$ cat src/rtl/msm_pkg.sv
// ---------------------------------------------------------------------------
// msm_pkg: shared types and constants of the saturating stream mixer
// Action codes, sequencer states, sample limits and the accumulator control.
// ---------------------------------------------------------------------------
package msm_pkg;

    localparam int SAMPLE_W = 16;
    localparam logic signed [SAMPLE_W-1:0] SAMPLE_MAX = 16'sh7FFF;
    localparam logic signed [SAMPLE_W-1:0] SAMPLE_MIN = 16'sh8000;

    typedef enum logic [1:0] {
        ACT_PUSH  = 2'd0,
        ACT_EMIT  = 2'd1,
        ACT_OPEN  = 2'd2,
        ACT_CLOSE = 2'd3
    } t_action;

    typedef enum logic [2:0] {
        ST_IDLE,
        ST_EXEC,
        ST_MIX_RD,
        ST_MIX_ADD,
        ST_EMIT
    } t_state;

    typedef struct packed {
        logic clear;
        logic add;
    } t_acc_ctrl;

endpackage

$ cat src/rtl/msm_sat_acc.sv
// ---------------------------------------------------------------------------
// msm_sat_acc: saturating accumulator
// Adds one signed sample per step and clamps the running sum to 16 bits.
// ---------------------------------------------------------------------------
module msm_sat_acc (
    input  logic                                 i_clk,
    input  msm_pkg::t_acc_ctrl                   i_ctrl,
    input  logic signed [msm_pkg::SAMPLE_W-1:0]  i_operand,
    output logic signed [msm_pkg::SAMPLE_W-1:0]  o_acc
);

    logic signed [msm_pkg::SAMPLE_W-1:0] r_acc;
    logic signed [msm_pkg::SAMPLE_W-1:0] n_acc;
    logic signed [msm_pkg::SAMPLE_W:0]   sum;

    always_comb begin
        sum = {r_acc[msm_pkg::SAMPLE_W-1], r_acc}
            + {i_operand[msm_pkg::SAMPLE_W-1], i_operand};
        // The two top bits differ only when the sum has left the 16-bit range.
        if (sum[msm_pkg::SAMPLE_W] != sum[msm_pkg::SAMPLE_W-1]) begin
            n_acc = sum[msm_pkg::SAMPLE_W] ? msm_pkg::SAMPLE_MIN : msm_pkg::SAMPLE_MAX;
        end else begin
            n_acc = sum[msm_pkg::SAMPLE_W-1:0];
        end
    end

    always_ff @(posedge i_clk) begin
        if (i_ctrl.clear) begin
            r_acc <= '0;
        end else if (i_ctrl.add) begin
            r_acc <= n_acc;
        end
    end

    assign o_acc = r_acc;

endmodule
$ cat config.mk
export PLATFORM = sky130hd
export DESIGN_NAME = msm_sat_acc
export DESIGN_NICKNAME = d
export VERILOG_FILES = /design/src/rtl/msm_pkg.sv /design/src/rtl/msm_sat_acc.sv
export SDC_FILE = /design/constraint.sdc
export NUM_CORES = 1
export LEC_CHECK = 0
export ABC_CLOCK_PERIOD_IN_PS = 3470
export BUFFER_PORTS_ARGS = -buffer_cell sky130_fd_sc_hd__clkbuf_2
export CAP_MARGIN = 40
export CORE_MARGIN = 5
export CORE_UTILIZATION = 47
export DETAILED_ROUTE_END_ITERATION = 8
export PLACE_DENSITY = 0.71
export SYNTH_ARGS = -nofsm -noshare
export SYNTH_HDL_FRONTEND = slang
export SYNTH_SLANG_ARGS = --single-unit
$ cat constraint.sdc
create_clock -name i_clk -period 3.47 [get_ports i_clk]
set_input_delay 0.347 -clock i_clk [delete_from_list [all_inputs] [get_ports i_clk]]
set_output_delay 0.347 -clock i_clk [all_outputs]
set_load 0.1 [all_outputs]
* Yosys cells after proc, flatten, opt, wreduce, memory -nomap -nowiden *
Index checks and enable logic that the tools add are counted.

word-level totals
  bits in registers = 16
  input port bits = 19
  output and inout port bits = 16
  word-level logic and storage cells = 5

operators by class
  add/sub/neg operators = 1
  eq/ne operators = 1
  multiplexer cells = 2

operators with widths
  operator                 count
  2-to-1 mux 16 bit        2
  adder 16 x 16 -> 17 bit  1
  != test 1 bit            1

* Depth between registers and ports, before layout *
  depth after elaboration = 3
  gate-level depth with buffers = 11

* Worst setup path before layout *
OpenSTA, ideal clock, no wires.

  path type = reg2reg
  start point = reg r_acc, in the netlist o_acc[0]
  end point = reg r_acc, in the netlist o_acc[1]
  arrival time = 3.197 ns
  path slack = 0.187 ns
  stages on the path, launching flop included = 12
  path buffers = 1
  period minus slack after synthesis = 3.283 ns
  path through = dfxtp_1 > ha_1 > inv_1 > fa_1 > nand2b_1 > a21oi_1 > o21ai_1 > o22ai_1 > a21oi_1 > buf_2 > maj3_1 > a211oi_1

between the ends
  cells in the longest elaborated chain, start to end = 3
  elaborated cells between the ends (all ways) = 4
  those cells by class = add/sub: 1; eq/ne: 1; mux: 2

ends and longest elaborated chain
  item                                                       line                                  RTL
  from (decl)                                                msm_sat_acc.sv:12                     logic signed [msm_pkg::SAMPLE_W-1:0] r_acc;
  from (signal assigned)                                     msm_sat_acc.sv:31                     r_acc <= n_acc;
  adder 16 x 16 -> 17 bit *                                  msm_sat_acc.sv:18                     + {i_operand[msm_pkg::SAMPLE_W-1], i_operand};
  2-to-1 mux 16 bit / != test 1 bit (equally long branches)  msm_sat_acc.sv:21, msm_sat_acc.sv:20
  2-to-1 mux 16 bit *                                        msm_sat_acc.sv:20                     if (sum[msm_pkg::SAMPLE_W] != sum[msm_pkg::SAMPLE_W-1]) begin

Every way passes the cells marked *; elsewhere a longest branch is shown, timed or not.
A chain may end at the register's enable or synchronous reset.

* Final worst setup path *
  start point = reg r_acc, in the netlist o_acc[1]
  end point = reg r_acc, in the netlist o_acc[5]

The elaborated chain is that of the path after synthesis.

==> out/results.md <==
| Metric | Value | Unit |
|---|---|---|
| # resized after CTS | 0 | - |
| Cell breakdown of the critical path | ha_1 > a211oi_1 > o211ai_2 > a31oi_2 > o31ai_4 > xnor2_2 > buf_4 > maj3_1 > a211oi_1 | - |
| Number of clock buffers inserted by TritonCTS | 3 | - |
| Number of cells on the critical path | 9 | - |
| Top delay family on crit path | compound AO/OA/AOI/OAI gates | - |
| Std cell rows | 20 | - |
| Type of the setup path with the least slack | flip-flop to flip-flop | - |
| Net count after synthesis | 207 | - |
| Final period util | 0.785 | - |
| Largest net degree at the start of global routing | 32 | - |
| Number of cells traversed by the worst hold path | 2 | - |
| Setup violations, final | 0 | - |
| RSZ-0062 raised after global routing | no | - |
| Setup Skew | 0.00145 | ns |
| Width of the die | 65.6 | um |
| Number of instances in the synthesized netlist | 171 | - |
| Run status | complete, no violations | - |
| Number of max-slew violations in the final report | 0 | - |
| Wire length of the first global-routing pass | 5530 | um |
| Maximum resistive drop on vdd | 279 | uV |
| Port Buffers | 34 | - |
| Number of maximum-capacitance constraint violations | 0 | - |
| Via count of the first global-routing pass | 1291 | - |
| Most common cell on crit path | a211oi_1 | - |
| Max Freq | 0.367 | GHz |
| Number of buffers and inverters on the critical path | 1 | - |
| Layout overhead on the synthesized area | 15.7 | % |
| Worst setup EP type | flip-flop | - |
| Non-filler instance count after layout | 237 | - |
| Cell total after placement | 233 | - |
| Clock slew at the register clock pins of the worst setup and hold paths | 0.10 | ns |
| Buffer depth of the longest clock path | 2 | - |
| Initial antenna violation count | 0 | - |
| Sequential-to-total area share from yosys stat | 0.220 | - |
| GR Util All Layers | 0.160 | - |
| Clock latency reported for the late side of the worst-skew pair | 0.29 | ns |
| Biggest area contributors in the synthesized netlist | dfxtp_1 22%, ha_1 14%, a211oi_1 8.8%, maj3_2 7.8%, nor2_1 5.7% | - |
| Worst-case headroom to the max-slew limit | 0.609 | - |
| WL final | 3260 | um |
| FF+latch count, synth | 16 | - |
| Count of nets left with antenna violations after detail routing | 0 | - |
| Core area | 3000 | um^2 |
| Estimated wirelength of the detail-placed design | 2530 | um |
| Critical path required time | 3.69 | ns |
| Power per cell area | 670 | nW/um^2 |
| Post-CTS Setup Repair Bufs | 0 | - |
| Number of nets at the end of the flow | 241 | - |
| Library cells used by synthesis | 37 | - |
| Number of enable-type register cells in the synthesized netlist | 0 | - |
| Post-synthesis instance area | 1450 | um^2 |
| DRC viols | 0 | - |
| TritonRoute pass-1 iters | 4 | - |
| Main flop type after synthesis | dfxtp_1 | - |
| Fraction of post-synthesis cell area in the top cell type by area | 0.220 | - |
| Leakage | 0.752 | nW |
| Accumulated negative setup slack | 0 | ns |
| Largest register FFs | 16 | - |
| Io pins | 35 | - |
| Number of buffers added to fix hold violations after cts | 0 | - |
| Time the worst path needs with I/O delays and setup | 2.73 | ns |
| H-tree lvl count | 1 | - |
| Area enclosed by the die boundary | 4300 | um^2 |
| Syn_area_per_cell | 8.49 | um^2 |
| Via/cell ratio | 5.57 | - |
| Largest area contributor in the netlist | dfxtp_1 | - |
| Dominant cell by count in the synthesized netlist | nor2_1 | - |
| Commonest cells post-synth | 22 x nor2_1, 17 x a211oi_1, 16 x dfxtp_1, 16 x ha_1, 15 x a21oi_1 | - |
| Final estimated routing congestion in global placement | 0.848 | - |
| Final hold violations | 0 | - |
| Chip Height | 65.6 | um |
| Final-layout fill cell count | 301 | - |
| Biggest fanout along the worst timing path | 8 | - |
| Min-delay worst type | input port to flip-flop | - |
| Vias after detailed routing | 1320 | - |
| Share of final-layout standard cells stronger than drive strength 1 | 0.270 | - |
| Count of warnings emitted by yosys | 0 | - |
| CTS tree | yes | - |
| Stage delay of the slowest cell on the critical path | 0.41 | ns |
| Total power consumption of the routed design | 1.13 | mW |
| Async SR Flop Fraction | 0 | - |
| Slew @ Worst Pin | 0.586 | ns |
| Arrival time reported for the critical path endpoint | 2.94 | ns |
| DRC violation total after the first TritonRoute iteration | 41 | - |
| Num Clock Sinks | 16 | - |
| Buffer cell driving the clock tree root | clkbuf_4 | - |
| Grt total ovfl | 0 | - |
| Starting density of the core | 0.484 | - |
| Critical-path cell with the highest stage delay | dfxtp_1 | - |
| WL/cell | 13.8 | um |
| Cell count of the worst reg-to-reg path | 9 | - |
| Ant. Diodes | 0 | - |
| Startpoint type of the worst setup path | flip-flop | - |
[power by group]
part           switching (mW)  total [mW]  internal [mW]
registers              0.0256       0.241          0.216
logic                   0.502       0.755          0.254
clock network          0.0656       0.130         0.0639
total                   0.593        1.13          0.533
[routing by layer]
| layer | up-vias | track usage | part of all wire |
|---|---|---|---|
| met1 | 602 | 0.200 | 0.47 |
| met2 | 25 | 0.279 | 0.48 |
| met4 | 0 | 0.0544 | 0.0095 |
| li1 | 689 | - | - |
| met3 | 4 | 0.0239 | 0.036 |
| met5 | - | 0 | 0 |
[cells in the final DEF, fill, tap and decap left out, types with 2 or more instances in the layout]
cell      instances
nor2b_1           2
clkbuf_4          3
a21o_1            3
nand2b_1          3
o211ai_2          2
buf_4             2
xnor2_1           6
nand3_1           3
nand2_1           9
a21oi_1          15
dfxtp_1          16
xor2_1            7
nor3_1            2
a211oi_1         17
maj3_2           10
clkbuf_2         34
and2_1            2
maj3_1            5
ha_1             16
inv_1             5
nor2_1           22
o21ai_0           5
[final cells by class]
class	instances	area, um^2	share of cell area
Clock buffer	4	36.3	0.0216
Inverter	5	18.8	0.0112
Tap cell	33	41.3	0.0246
Sequential cell	16	320	0.191
Multi-Input combinational cell	143	1080	0.642
Timing Repair Buffer	36	185	0.110
[worst reg2reg max path, cell delays in order (launching register included)]
cell and delay (ns):
dfxtp_1 0.41, ha_1 0.27, a211oi_1 0.40, o211ai_2 0.17, a31oi_2 0.26, o31ai_4 0.10, xnor2_2 0.25, buf_4 0.22
maj3_1 0.34, a211oi_1 0.22
[path summary, 6_finish.rpt]
check,startpoint,end,slack (ns)
setup / recovery,o_acc[1],o_acc[5],0.74
hold reg to reg,o_acc[4],o_acc[4],0.51
setup reg to reg,o_acc[1],o_acc[5],0.74
hold / removal,i_ctrl[1],o_acc[4],0.48
[kinds of logic after synthesis]
group / count (synthesis) / synth area share
buf+inv: 12 / 0.0370
xor+xnor: 14 / 0.0896
simple gates: 46 / 0.142
mux: 1 / 0.00689
flops: 16 / 0.221
fa+ha+maj: 32 / 0.264
compound gates: 50 / 0.240
[through the flow]
step	hold slack [ns]	cell area (um^2)	setup slack, ns	util
floorplan	0.530	1450	0.188	-
global placement	0.492	1640	0.739	0.548
detailed placement	0.497	1640	0.676	0.548
CTS	0.472	1680	0.768	0.560
global route	0.486	1680	0.580	0.560
finish	0.477	1680	0.745	0.560
Note: power is estimated with default switching activity, not from simulation.
